## config.mk

```make
export PLATFORM = sky130hd
export DESIGN_NAME = track_isolation_sum_unit
export DESIGN_NICKNAME = d
export VERILOG_FILES = /design/src/hw/rtl/tis_pkg.sv /design/src/hw/rtl/tis_cfg_regs.sv /design/src/hw/rtl/tis_ctrl.sv /design/src/hw/rtl/tis_datapath.sv /design/src/hw/rtl/track_isolation_sum_unit.sv
export SDC_FILE = /design/constraint.sdc
export NUM_CORES = 2
export LEC_CHECK = 0
export BUFFER_PORTS_ARGS = -buffer_cell sky130_fd_sc_hd__buf_2
export CAP_MARGIN = 25
export CORE_ASPECT_RATIO = 1.2
export CORE_MARGIN = 8
export CORE_UTILIZATION = 60
export CTS_CLUSTER_SIZE = 12
export DETAILED_ROUTE_END_ITERATION = 16
export HOLD_SLACK_MARGIN = 0.05
export PLACE_DENSITY_LB_ADDON = 0.3
export SYNTH_ARGS = -nofsm -noshare
export SYNTH_HDL_FRONTEND = slang
export SYNTH_SLANG_ARGS = --single-unit
```

## constraint.sdc

```tcl
create_clock -name clk_i -period 15.4 [get_ports clk_i]
set_clock_uncertainty 0.05 [all_clocks]
set_input_delay 3.08 -clock clk_i [delete_from_list [all_inputs] [get_ports clk_i]]
set_output_delay 3.08 -clock clk_i [all_outputs]
set_load 0.02 [all_outputs]
```

## src/hw/rtl/tis_pkg.sv

```systemverilog
// tis_pkg: shared types and constants of the track isolation sum unit.
// Used by the configuration registers, the controller and the datapath.
package tis_pkg;

  // Field widths
  localparam int unsigned SumW  = 26;
  localparam int unsigned IsoW  = 32;
  localparam int unsigned MagW  = 32;                // |numerator| of the final division
  localparam int unsigned DenW  = 6;                 // |40 - cone_tenths|

  localparam logic [SumW-1:0] SumMax   = {SumW{1'b1}};
  localparam logic signed [13:0] PhiHalf = 14'sd3217;
  localparam logic signed [13:0] PhiFull = 14'sd6434;

  // One quotient bit per divider step
  localparam int unsigned DivSteps = MagW;
  localparam int unsigned DivCntW  = $clog2(DivSteps);

  // Configuration register values
  typedef struct packed {
    logic [5:0]  cone_tenths;
    logic [15:0] pt_threshold;
    logic [11:0] inner_radius;
    logic [2:0]  quality_select;
  } cfg_t;

  // Controller to datapath commands
  typedef struct packed {
    logic load;       // capture a track transfer
    logic square;     // squares and strip test
    logic sum;        // d2 = deta^2 + dphi^2
    logic accum;      // cone and veto test, accumulate
    logic mul;        // numerator products
    logic div_init;   // signs and magnitudes
    logic div_step;   // one restoring division step
    logic out_load;   // load the result register
  } cmd_t;

  // Datapath to controller status
  typedef struct packed {
    logic last;       // captured track closes the candidate
  } sts_t;

endpackage

```

## src/hw/rtl/tis_cfg_regs.sv

```systemverilog
// tis_cfg_regs: APB-style configuration registers of the track isolation unit.
// Depends on tis_pkg for cfg_t.
module tis_cfg_regs
  import tis_pkg::*;
(
  input  logic        clk_i,
  input  logic        rst_ni,
  input  logic        psel,
  input  logic        penable,
  input  logic        pwrite,
  input  logic [3:0]  paddr,
  input  logic [31:0] pwdata,
  output logic [31:0] prdata,
  output logic        pready,
  output cfg_t        cfg_o
);

  localparam logic [1:0] RegCone  = 2'd0;
  localparam logic [1:0] RegPtThr = 2'd1;
  localparam logic [1:0] RegInner = 2'd2;
  localparam logic [1:0] RegQual  = 2'd3;

  cfg_t       cfg_q;
  logic       wr_en;
  logic [1:0] reg_idx;

  assign pready  = 1'b1;
  assign wr_en   = psel & penable & pwrite;
  assign reg_idx = paddr[3:2];
  assign cfg_o   = cfg_q;

  // Register writes in the access phase
  always_ff @(posedge clk_i or negedge rst_ni) begin
    if (!rst_ni) begin
      cfg_q.cone_tenths    <= 6'd4;
      cfg_q.pt_threshold   <= 16'd0;
      cfg_q.inner_radius   <= 12'd0;
      cfg_q.quality_select <= 3'd0;
    end else if (wr_en) begin
      case (reg_idx)
        RegCone:  cfg_q.cone_tenths    <= pwdata[5:0];
        RegPtThr: cfg_q.pt_threshold   <= pwdata[15:0];
        RegInner: cfg_q.inner_radius   <= pwdata[11:0];
        RegQual:  cfg_q.quality_select <= pwdata[2:0];
        default: ;
      endcase
    end
  end

  // Read back
  always_comb begin
    case (reg_idx)
      RegCone:  prdata = {26'd0, cfg_q.cone_tenths};
      RegPtThr: prdata = {16'd0, cfg_q.pt_threshold};
      RegInner: prdata = {20'd0, cfg_q.inner_radius};
      RegQual:  prdata = {29'd0, cfg_q.quality_select};
      default:  prdata = 32'd0;
    endcase
  end

endmodule

```

## src/hw/rtl/tis_ctrl.sv

```systemverilog
// tis_ctrl: sequencer of the track isolation unit; steps the datapath per track
// and runs the divider on the last track. Depends on tis_pkg for cmd_t, sts_t.
module tis_ctrl
  import tis_pkg::*;
(
  input  logic clk_i,
  input  logic rst_ni,
  input  logic in_valid_i,
  output logic in_ready_o,
  output logic out_valid_o,
  input  logic out_ready_i,
  input  sts_t sts_i,
  output cmd_t cmd_o
);

  typedef enum logic [2:0] {
    StIdle,
    StSquare,
    StSum,
    StAccum,
    StMul,
    StDivInit,
    StDiv,
    StDone
  } state_e;

  state_e               state_q;
  logic [DivCntW-1:0]   step_cnt_q;
  logic                 out_valid_q;
  logic                 in_xfer;
  logic                 out_free;

  assign in_ready_o  = (state_q == StIdle);
  assign in_xfer     = in_valid_i & in_ready_o;
  assign out_free    = ~out_valid_q | out_ready_i;
  assign out_valid_o = out_valid_q;

  // Commands decoded from the state
  always_comb begin
    cmd_o          = '0;
    cmd_o.load     = in_xfer;
    cmd_o.square   = (state_q == StSquare);
    cmd_o.sum      = (state_q == StSum);
    cmd_o.accum    = (state_q == StAccum);
    cmd_o.mul      = (state_q == StMul);
    cmd_o.div_init = (state_q == StDivInit);
    cmd_o.div_step = (state_q == StDiv);
    cmd_o.out_load = (state_q == StDone) & out_free;
  end

  // State, step counter and result valid
  always_ff @(posedge clk_i or negedge rst_ni) begin
    if (!rst_ni) begin
      state_q     <= StIdle;
      step_cnt_q  <= '0;
      out_valid_q <= 1'b0;
    end else begin
      // a new result replaces the one leaving in the same cycle
      if (state_q == StDone && out_free) begin
        out_valid_q <= 1'b1;
      end else if (out_valid_q && out_ready_i) begin
        out_valid_q <= 1'b0;
      end
      case (state_q)
        StIdle: begin
          if (in_xfer) begin
            state_q <= StSquare;
          end
        end
        StSquare:  state_q <= StSum;
        StSum:     state_q <= StAccum;
        StAccum: begin
          state_q <= sts_i.last ? StMul : StIdle;
        end
        StMul:     state_q <= StDivInit;
        StDivInit: begin
          step_cnt_q <= '0;
          state_q    <= StDiv;
        end
        StDiv: begin
          step_cnt_q <= step_cnt_q + 1'b1;
          if (step_cnt_q == DivCntW'(DivSteps - 1)) begin
            state_q <= StDone;
          end
        end
        StDone: begin
          if (out_free) begin
            state_q <= StIdle;
          end
        end
        default:   state_q <= StIdle;
      endcase
    end
  end

endmodule

```

## src/hw/rtl/tis_datapath.sv

```systemverilog
// tis_datapath: geometry, accumulators, numerator products, restoring divider
// and result register of the track isolation unit. Depends on tis_pkg.
module tis_datapath
  import tis_pkg::*;
(
  input  logic                   clk_i,
  input  logic                   rst_ni,
  input  cfg_t                   cfg_i,
  input  cmd_t                   cmd_i,
  output sts_t                   sts_o,
  input  logic signed [13:0]     cand_eta_i,
  input  logic signed [12:0]     cand_phi_i,
  input  logic [15:0]            track_pt_i,
  input  logic signed [13:0]     track_eta_i,
  input  logic signed [12:0]     track_phi_i,
  input  logic [7:0]             track_quality_bits_i,
  input  logic                   last_track_i,
  output logic [SumW-1:0]        cone_sum_o,
  output logic [SumW-1:0]        strip_sum_o,
  output logic signed [IsoW-1:0] corrected_iso_o
);

  // Captured track
  logic signed [14:0] deta_q, deta_d;
  logic signed [13:0] dphi_q, dphi_d, dphi_raw;
  logic [15:0]        pt_q;
  logic               pass_q, pass_d;
  logic               last_q;

  // Squares and tests
  logic signed [29:0] deta_prod;
  logic signed [27:0] dphi_prod;
  logic [28:0]        deta_sq_q, dphi_sq_q;
  logic [23:0]        inner2_q;
  logic [11:0]        xsq_q;
  logic [14:0]        adeta;
  logic               strip_ok_q, strip_ok_d;
  logic [29:0]        d2_q;
  logic [36:0]        d2_x100;
  logic               cone_ok, veto_ok;

  // Accumulators
  logic [SumW-1:0]    cone_acc_q, strip_acc_q;
  logic [SumW-1:0]    cone_nxt, strip_nxt;
  logic [SumW-1:0]    cone_fin_q, strip_fin_q;
  logic [SumW:0]      cone_add, strip_add;

  // Division
  logic [31:0]        prod_a_q, prod_b_q;
  logic [32:0]        num;
  logic signed [6:0]  den;
  logic [MagW-1:0]    quo_q;
  logic [DenW-1:0]    rem_q, den_mag_q;
  logic [DenW:0]      rem_sh;
  logic               q_neg_q, den_zero_q;
  logic signed [IsoW-1:0] iso_d;

  logic [SumW-1:0]    cone_sum_q, strip_sum_q;
  logic signed [IsoW-1:0] iso_q;

  assign sts_o.last      = last_q;
  assign cone_sum_o      = cone_sum_q;
  assign strip_sum_o     = strip_sum_q;
  assign corrected_iso_o = iso_q;

  // Differences with a single phi wrap, track selection
  always_comb begin
    deta_d   = $signed({track_eta_i[13], track_eta_i}) - $signed({cand_eta_i[13], cand_eta_i});
    dphi_raw = $signed({track_phi_i[12], track_phi_i}) - $signed({cand_phi_i[12], cand_phi_i});
    if (dphi_raw > PhiHalf) begin
      dphi_d = dphi_raw - PhiFull;
    end else if (dphi_raw < -PhiHalf) begin
      dphi_d = dphi_raw + PhiFull;
    end else begin
      dphi_d = dphi_raw;
    end
    pass_d = track_quality_bits_i[cfg_i.quality_select] & (track_pt_i > cfg_i.pt_threshold);
  end

  // Squares and strip test
  always_comb begin
    deta_prod  = deta_q * deta_q;
    dphi_prod  = dphi_q * dphi_q;
    adeta      = deta_q[14] ? 15'(-deta_q) : 15'(deta_q);
    strip_ok_d = ({3'd0, adeta} * 18'd10) < {2'd0, cfg_i.cone_tenths, 10'd0};
  end

  // Cone and veto tests, saturating adds
  always_comb begin
    d2_x100   = {7'd0, d2_q} * 37'd100;
    cone_ok   = d2_x100 < {5'd0, xsq_q, 20'd0};
    veto_ok   = d2_q >= {6'd0, inner2_q};
    cone_add  = {1'b0, cone_acc_q} + {{(SumW-15){1'b0}}, pt_q};
    strip_add = {1'b0, strip_acc_q} + {{(SumW-15){1'b0}}, pt_q};
    cone_nxt  = cone_acc_q;
    strip_nxt = strip_acc_q;
    if (pass_q && veto_ok) begin
      if (cone_ok) begin
        cone_nxt = cone_add[SumW] ? SumMax : cone_add[SumW-1:0];
      end
      if (strip_ok_q) begin
        strip_nxt = strip_add[SumW] ? SumMax : strip_add[SumW-1:0];
      end
    end
  end

  // Numerator and denominator
  always_comb begin
    num    = {1'b0, prod_a_q} - {1'b0, prod_b_q};
    den    = 7'sd40 - $signed({1'b0, cfg_i.cone_tenths});
    rem_sh = {rem_q, quo_q[MagW-1]};
  end

  // Signed, saturated quotient; zero when the denominator is zero
  always_comb begin
    if (den_zero_q) begin
      iso_d = '0;
    end else if (q_neg_q) begin
      iso_d = (quo_q > 32'h8000_0000) ? $signed(32'h8000_0000) : $signed(-quo_q);
    end else begin
      iso_d = (quo_q > 32'h7FFF_FFFF) ? $signed(32'h7FFF_FFFF) : $signed(quo_q);
    end
  end

  // Accumulators are the only state that reset clears here
  always_ff @(posedge clk_i or negedge rst_ni) begin
    if (!rst_ni) begin
      cone_acc_q  <= '0;
      strip_acc_q <= '0;
    end else if (cmd_i.accum) begin
      cone_acc_q  <= last_q ? '0 : cone_nxt;
      strip_acc_q <= last_q ? '0 : strip_nxt;
    end
  end

  // Payload registers
  always_ff @(posedge clk_i) begin
    if (cmd_i.load) begin
      deta_q <= deta_d;
      dphi_q <= dphi_d;
      pt_q   <= track_pt_i;
      pass_q <= pass_d;
      last_q <= last_track_i;
    end
    if (cmd_i.square) begin
      deta_sq_q  <= deta_prod[28:0];
      dphi_sq_q  <= {2'd0, dphi_prod[26:0]};
      inner2_q   <= cfg_i.inner_radius * cfg_i.inner_radius;
      xsq_q      <= cfg_i.cone_tenths * cfg_i.cone_tenths;
      strip_ok_q <= strip_ok_d;
    end
    if (cmd_i.sum) begin
      d2_q <= {1'b0, deta_sq_q} + {1'b0, dphi_sq_q};
    end
    if (cmd_i.accum) begin
      cone_fin_q  <= cone_nxt;
      strip_fin_q <= strip_nxt;
    end
    if (cmd_i.mul) begin
      prod_a_q <= {6'd0, cone_fin_q} * 32'd40;
      prod_b_q <= {6'd0, strip_fin_q} * {26'd0, cfg_i.cone_tenths};
    end
    if (cmd_i.div_init) begin
      quo_q      <= num[32] ? 32'(-num) : num[31:0];
      rem_q      <= '0;
      den_mag_q  <= den[6] ? 6'(-den) : den[5:0];
      den_zero_q <= (den == 7'sd0);
      q_neg_q    <= num[32] ^ den[6];
    end
    // Restoring division, one quotient bit per step
    if (cmd_i.div_step) begin
      if (rem_sh >= {1'b0, den_mag_q}) begin
        rem_q <= DenW'(rem_sh - {1'b0, den_mag_q});
        quo_q <= {quo_q[MagW-2:0], 1'b1};
      end else begin
        rem_q <= rem_sh[DenW-1:0];
        quo_q <= {quo_q[MagW-2:0], 1'b0};
      end
    end
    if (cmd_i.out_load) begin
      cone_sum_q  <= cone_fin_q;
      strip_sum_q <= strip_fin_q;
      iso_q       <= iso_d;
    end
  end

endmodule

```

## src/hw/rtl/track_isolation_sum_unit.sv

```systemverilog
// track_isolation_sum_unit: top level of the track isolation sum block.
// Instantiates tis_cfg_regs, tis_ctrl and tis_datapath; depends on tis_pkg.
//
// Tracks of one candidate arrive one transfer at a time; each selected track
// adds its pt to a saturating cone-annulus sum and an eta-strip sum. A track
// occupies the block through capture, squares, d2 sum, and test and
// accumulate; in_ready_o stays low until the block is through with it.
// The track marked last additionally runs the numerator products and a
// restoring divider that produces one quotient bit per cycle, then waits
// for the result register to empty. The result register holds cone_sum,
// strip_sum and corrected_iso until its transfer; the next candidate's
// tracks are taken while it waits. Configuration must be written over the
// APB-style port only while the block is idle; the block does not enforce it.
module track_isolation_sum_unit
  import tis_pkg::*;
(
  input  logic                   clk_i,
  input  logic                   rst_ni,
  // configuration
  input  logic                   psel,
  input  logic                   penable,
  input  logic                   pwrite,
  input  logic [3:0]             paddr,
  input  logic [31:0]            pwdata,
  output logic [31:0]            prdata,
  output logic                   pready,
  // track input
  input  logic                   in_valid_i,
  output logic                   in_ready_o,
  input  logic signed [13:0]     cand_eta_i,
  input  logic signed [12:0]     cand_phi_i,
  input  logic [15:0]            track_pt_i,
  input  logic signed [13:0]     track_eta_i,
  input  logic signed [12:0]     track_phi_i,
  input  logic [7:0]             track_quality_bits_i,
  input  logic                   last_track_i,
  // result output
  output logic                   out_valid_o,
  input  logic                   out_ready_i,
  output logic [SumW-1:0]        cone_sum_o,
  output logic [SumW-1:0]        strip_sum_o,
  output logic signed [IsoW-1:0] corrected_iso_o
);

  cfg_t cfg;
  cmd_t cmd;
  sts_t sts;

  tis_cfg_regs u_cfg (
    .clk_i   (clk_i),
    .rst_ni  (rst_ni),
    .psel    (psel),
    .penable (penable),
    .pwrite  (pwrite),
    .paddr   (paddr),
    .pwdata  (pwdata),
    .prdata  (prdata),
    .pready  (pready),
    .cfg_o   (cfg)
  );

  tis_ctrl u_ctrl (
    .clk_i       (clk_i),
    .rst_ni      (rst_ni),
    .in_valid_i  (in_valid_i),
    .in_ready_o  (in_ready_o),
    .out_valid_o (out_valid_o),
    .out_ready_i (out_ready_i),
    .sts_i       (sts),
    .cmd_o       (cmd)
  );

  tis_datapath u_dp (
    .clk_i                (clk_i),
    .rst_ni               (rst_ni),
    .cfg_i                (cfg),
    .cmd_i                (cmd),
    .sts_o                (sts),
    .cand_eta_i           (cand_eta_i),
    .cand_phi_i           (cand_phi_i),
    .track_pt_i           (track_pt_i),
    .track_eta_i          (track_eta_i),
    .track_phi_i          (track_phi_i),
    .track_quality_bits_i (track_quality_bits_i),
    .last_track_i         (last_track_i),
    .cone_sum_o           (cone_sum_o),
    .strip_sum_o          (strip_sum_o),
    .corrected_iso_o      (corrected_iso_o)
  );

endmodule

```

-- Yosys cells after proc, flatten, opt, wreduce, memory -nomap -nowiden
Cells that the tools add are included.
- flip-flop bits (word level): 511
- RAM bits: 0
- memories: 0
- bits in latches: 0
- output and inout port bits: 119
- memory bits (read-only): 0
- multipliers: 8
- bitwise operators: 8
- multiplexer cells: 33
- $lt $le $gt $ge: 10
- shift-type cells: 0
- reduce and logical (&&, ||, !) cells: 13
- divide/modulo/power cells: 0
- add/subtract/negate cells: 15
- equality and inequality tests: 14
- operators with widths (operator ; count):
    $mux 26 ; 8
    $mux 32 ; 6
    $pmux 32 s4 ; 1
    $neg 32->32 ; 2
    $add 26x16->27 ; 2
    $lt 37x32->1 ; 1
    $mul 30x5->35 const B ; 1
    $sub 32x32->33 ; 1
    $gt 32x31->1 const B ; 1
    $gt 32x32->1 const B ; 1
    $mul 26x6->32 ; 1
    $add 29x27->30 ; 1
    $ge 30x24->1 ; 1
    $mul 15x15->29 ; 1
    $mul 26x3->29 const B ; 1
    $mux 14 ; 2
    $mul 14x14->27 ; 1
    $mul 12x12->24 ; 1
    $mux 6 ; 4
    $pmux 3 s8 ; 1
    $lt 18x16->1 ; 1
    $mul 15x3->17 const B ; 1
    $gt 16x16->1 ; 1
    $mux 15 ; 1
    37 further kinds ; 59

-- Depth between registers and ports, before layout
- depth in word-level cells: 5
- mapped depth: 28
- gate-level depth less buffers: 26

-- Cells and area by module
From an unflattened synthesis, not the netlist that was laid out.
- cells, all modules: 5661
- area total of the unflattened synthesis: 55515.7 µm²
- by module, submodules not included (module ; area each (µm²) ; cells an instance ; instances):
    tis_datapath ; 53072.2 ; 5468 ; 1
    tis_cfg_regs ; 1850.5 ; 130 ; 1
    tis_ctrl ; 593.1 ; 63 ; 1

-- Least setup slack after synthesis
No wires, ideal clock.
- path kind: input -> output
- start: input paddr[2]
- end: output prdata[10]
- data required time: 12.270 ns
- arrival: 4.152 ns
- setup slack: 8.118 ns
- stages: 4
- cell sequence: clkbuf_1 -> nor2b_1 -> clkbuf_1 -> a22o_1
- longest elaborated chain between the ends: 2
- RTL lines (what ; line ; text):
    start: declaration ; track_isolation_sum_unit.sv:23 ; input logic [3:0] paddr,
    $eq 2x2->1 (tied with other cells) ; tis_cfg_regs.sv:52 ; case (reg_idx)
    $pmux 32 s4 * ; tis_cfg_regs.sv:52 ;
    end: declaration ; track_isolation_sum_unit.sv:25 ; output logic [31:0] prdata,
Every way passes the cells marked *; elsewhere a longest branch is shown, timed or not. The select of a mux whose other input is x is not followed.

-- Worst setup path after layout
- start: register u_dp.deta_q[14]
- end: register u_dp.deta_sq_q[27], data pin
- longest elaborated chain between the ends: 1
- RTL lines (what ; line ; text):
    start: declaration ; tis_datapath.sv:24 ; logic signed [14:0] deta_q, deta_d;
    start signal: assignment ; tis_datapath.sv:139 ; deta_q <= deta_d;
    $mul 15x15->29 ; tis_datapath.sv:82 ; deta_prod = deta_q * deta_q;
    named net u_dp.deta_prod[27] ; tis_datapath.sv:31 ; logic signed [29:0] deta_prod;
    end signal: assignment ; tis_datapath.sv:146 ; deta_sq_q <= deta_prod[28:0];
    end: declaration ; tis_datapath.sv:33 ; logic [28:0] deta_sq_q, dphi_sq_q;
The timed path passes the listed nets, and every way through them passes these cells.
A chain may end at the register's enable or synchronous reset.

==> results.sh <==
export IMPL_outcome="complete, no violations"
export IMPL_chipHeight_um=348
export IMPL_cp_slowest_cell="a2111oi_0"
export IMPL_grt_pass1_wl_um=212000
export IMPL_worst_pin_slew_ns=1.01
export IMPL_maxCapViolations=0
export IMPL_finalMaxSlewViolations=0
export IMPL_cts_buffer_depth=3
export IMPL_port_buffers=205
export IMPL_synth_area_top_cells="edfxtp_1 (22%), fa_1 (21%), ha_1 (14%), inv_1 (6.9%), dfrtp_1 (4.4%)"
export IMPL_grt_max_degree=75
export IMPL_via_per_inst=5.69
export IMPL_cts_buffers=55
export IMPL_hold_viol_final=0
export IMPL_cp_end_kind="flip-flop"
export IMPL_hp_class="flip-flop to flip-flop"
export IMPL_die_area_um2=102000
export IMPL_root_buffer="clkbuf_16"
export IMPL_fin_setup_tns_ns=0
export IMPL_gr_usage_met2_pct=47.3
export IMPL_fin_util_pct=64.6
export IMPL_ios=241
export IMPL_post_route_period_util_pct=51.6
export IMPL_relSlewSlack_pct=32.2
export IMPL_dr_pass1_iters=7
export IMPL_hold_buffers=0
export IMPL_grtUsageMet3_pct=3.09
export IMPL_coreArea_um2=91700
export IMPL_synth_enable_flop_cells=409
export IMPL_dr_total_vias=40402
export IMPL_use_met1_pct=28.6
export IMPL_grt_pass1_vias=42946
export IMPL_gp_congestion=0.921
export IMPL_period_needed_ns=7.95
export IMPL_ys_ff_latch=507
export IMPL_cts_sinks=507
export IMPL_synth_top_cell_area_share_pct=22.2
export IMPL_synthFlopType="edfxtp_1"
export IMPL_track_usage_pct=25.4
export IMPL_netlist_area_um2=55200
export IMPL_synth_warning_count=0
export IMPL_crit_top_cell="fa_1"
export IMPL_slowest_delay_ns=0.68
export IMPL_cts_tree="yes"
export IMPL_fp_row_count=122
export IMPL_grt_most_used_layer="met2"
export IMPL_cp_max_fo=26
export IMPL_rsz0062_at_grt="false"
export IMPL_ys_top_cells_by_count="inv_1 (1,020), ha_1 (614), fa_1 (578)"
export IMPL_synth_async_sr_flop_share_pct=19.3
export IMPL_gr_total_overflow=0
export IMPL_htree_levels=2
export IMPL_hold_slack_ns=0.465
export IMPL_fin_nets=7126
export IMPL_ys_seq_area_share_pct=26.7
export IMPL_synthCells=5680
export IMPL_clock_latency_ns=0.65
export IMPL_start_util_pct=60.2
export IMPL_synth_top_cell_by_area="edfxtp_1"
export IMPL_postCtsSetupBuffers=0
export IMPL_pre_cts_ws_ns=7.46
export IMPL_drt_initial_drc_count=2386
export IMPL_die_w_um=293
export IMPL_setup_slack_ns=7.45
export IMPL_path_class="flip-flop to flip-flop"
export IMPL_drive_above_1_share_pct=7.39
export IMPL_drc_errors=0
export IMPL_yosysUniqueCellTypes=100
export IMPL_setup_viol=0
export IMPL_startpoint_type="flip-flop"
export IMPL_yosysMostFrequentCell="inv_1"
export IMPL_antenna_found_initial=10
export IMPL_max_freq_mhz=126
export IMPL_worst_ep_arrival_time_ns=8.30
export IMPL_crit_family="adder cells"
export IMPL_crit_chain="buf_4, clkinv_1, nor2_1, fa_1, fa_1, inv_1, fa_1, inv_1, fa_1, fa_1, inv_1, fa_1, inv_1, ha_1, a21o_1, a21oi_1, o21a_1, a311oi_1, a2111oi_0, o21bai_1, a21oi_1, xnor2_1"
export IMPL_crit_buf_inv=6
export IMPL_area_delta_synth_final_pct=7.23
export IMPL_crit_required_ns=15.75
export IMPL_drt_wl_total_um=128000
export IMPL_wl_per_cell_um=18.1
export IMPL_postRouteAntennaNets=0
export IMPL_clkTransAtPathRegs_ns=0.06
export IMPL_hpwl_um=103000
export IMPL_syn_area_per_cell_um2=9.73
export IMPL_cts_resized=0
## final cells by class
class	count	area (um^2)
antenna	5	12.5
clock buffer	80	1520
clock inverter	22	249
fill	7317	32500
inverter	1023	3840
multi-input combinational	3987	36000
sequential	507	14700
tap	1240	1550
timing repair buffer	238	1320
## state kept, by name, indices dropped and copies added, names as in the netlist, 5 cells and up
| signal | count |
|---|---|
| u_dp.deta_q | 15 |
| u_dp.d2_q | 30 |
| u_dp.cone_sum_o | 26 |
| u_dp.den_mag_q | 6 |
| u_dp.cone_fin_q | 26 |
| u_dp.strip_sum_o | 26 |
| u_dp.inner2_q | 23 |
| u_dp.xsq_q | 11 |
| u_dp.quo_q | 32 |
| u_dp.cone_acc_q | 26 |
| u_dp.deta_sq_q | 28 |
| u_dp.prod_a_q | 29 |
| u_dp.dphi_sq_q | 26 |
| u_cfg.cfg_o | 37 |
| u_dp.dphi_q | 14 |
| u_dp.corrected_iso_o | 32 |
| u_ctrl.step_cnt_q | 5 |
| u_dp.rem_q | 6 |
| u_dp.pt_q | 16 |
| u_dp.strip_fin_q | 26 |
| u_dp.prod_b_q | 32 |
| u_dp.strip_acc_q | 26 |
## worst paths after layout
kind | startpoint | to | cells past startpoint | slack [ns]
min in group asynchronous | rst_ni | u_cfg.cfg_o[29] | 1 | 2.42
worst min register to register | u_dp.cone_fin_q[13] | u_dp.cone_sum_o[13] | 0 | 0.46
worst max register to register | u_dp.deta_q[14] | u_dp.deta_sq_q[27] | 22 | 7.45
worst max-delay path | u_dp.deta_q[14] | u_dp.deta_sq_q[27] | 22 | 7.45
max in group asynchronous | rst_ni | u_cfg.cfg_o[13] | 2 | 11.61
worst min-delay path | u_dp.cone_fin_q[13] | u_dp.cone_sum_o[13] | 0 | 0.46
## placed cells by master (no fill, tap or decap), types with 22 or more instances in the layout
master and instances:
buf_4 30, buf_2 205, a22o_1 24, nand2b_1 35, clkbuf_16 55, or3_1 34
o21bai_1 26, a31oi_1 52, o31ai_1 22, a21o_1 83, a211oi_1 26, a21boi_0 23
and3_1 35, nand3_1 92, fa_1 578, nor2b_1 60, nand2_1 540, o21ai_0 217
nor2_1 299, xnor2_1 221, inv_1 1019, and2_1 150, nor3_1 82, o21a_1 45
mux2_2 39, dfrtp_1 97, ha_1 614, a21oi_1 229, edfxtp_1 409, nand4_1 33
xor2_1 87
## metal layers
metal	wire length (um)	part of all wire (%)	vias to the layer above
met5	35	0.027	-
met2	67200	52	1027
met1	48200	38	19904
li1	-	-	19167
met3	6370	5.0	298
met4	6670	5.2	6
## logic make-up after synthesis
family | count (synthesis) | share of synthesized area [%]
AOI/OAI and AO/OA | 939 | 11.2
xor gates and xnor gates | 308 | 4.88
adders and majority gates | 1192 | 34.8
buffers and inverters | 1201 | 8.30
DFF | 507 | 26.7
muxes | 56 | 1.22
other | 2 | 0.0136
and+or+nand+nor | 1475 | 12.9
## per-stage QoR
stage	instance area [um^2]	cells
global route	59200	7097
global placement	57400	6990
finish	59200	7102
CTS	59200	7094
detailed placement	57400	6992
floorplan	55300	5695
Power is not shown: default switching activity piles up to over one toggle a cycle in this logic, so the estimate is an artifact.
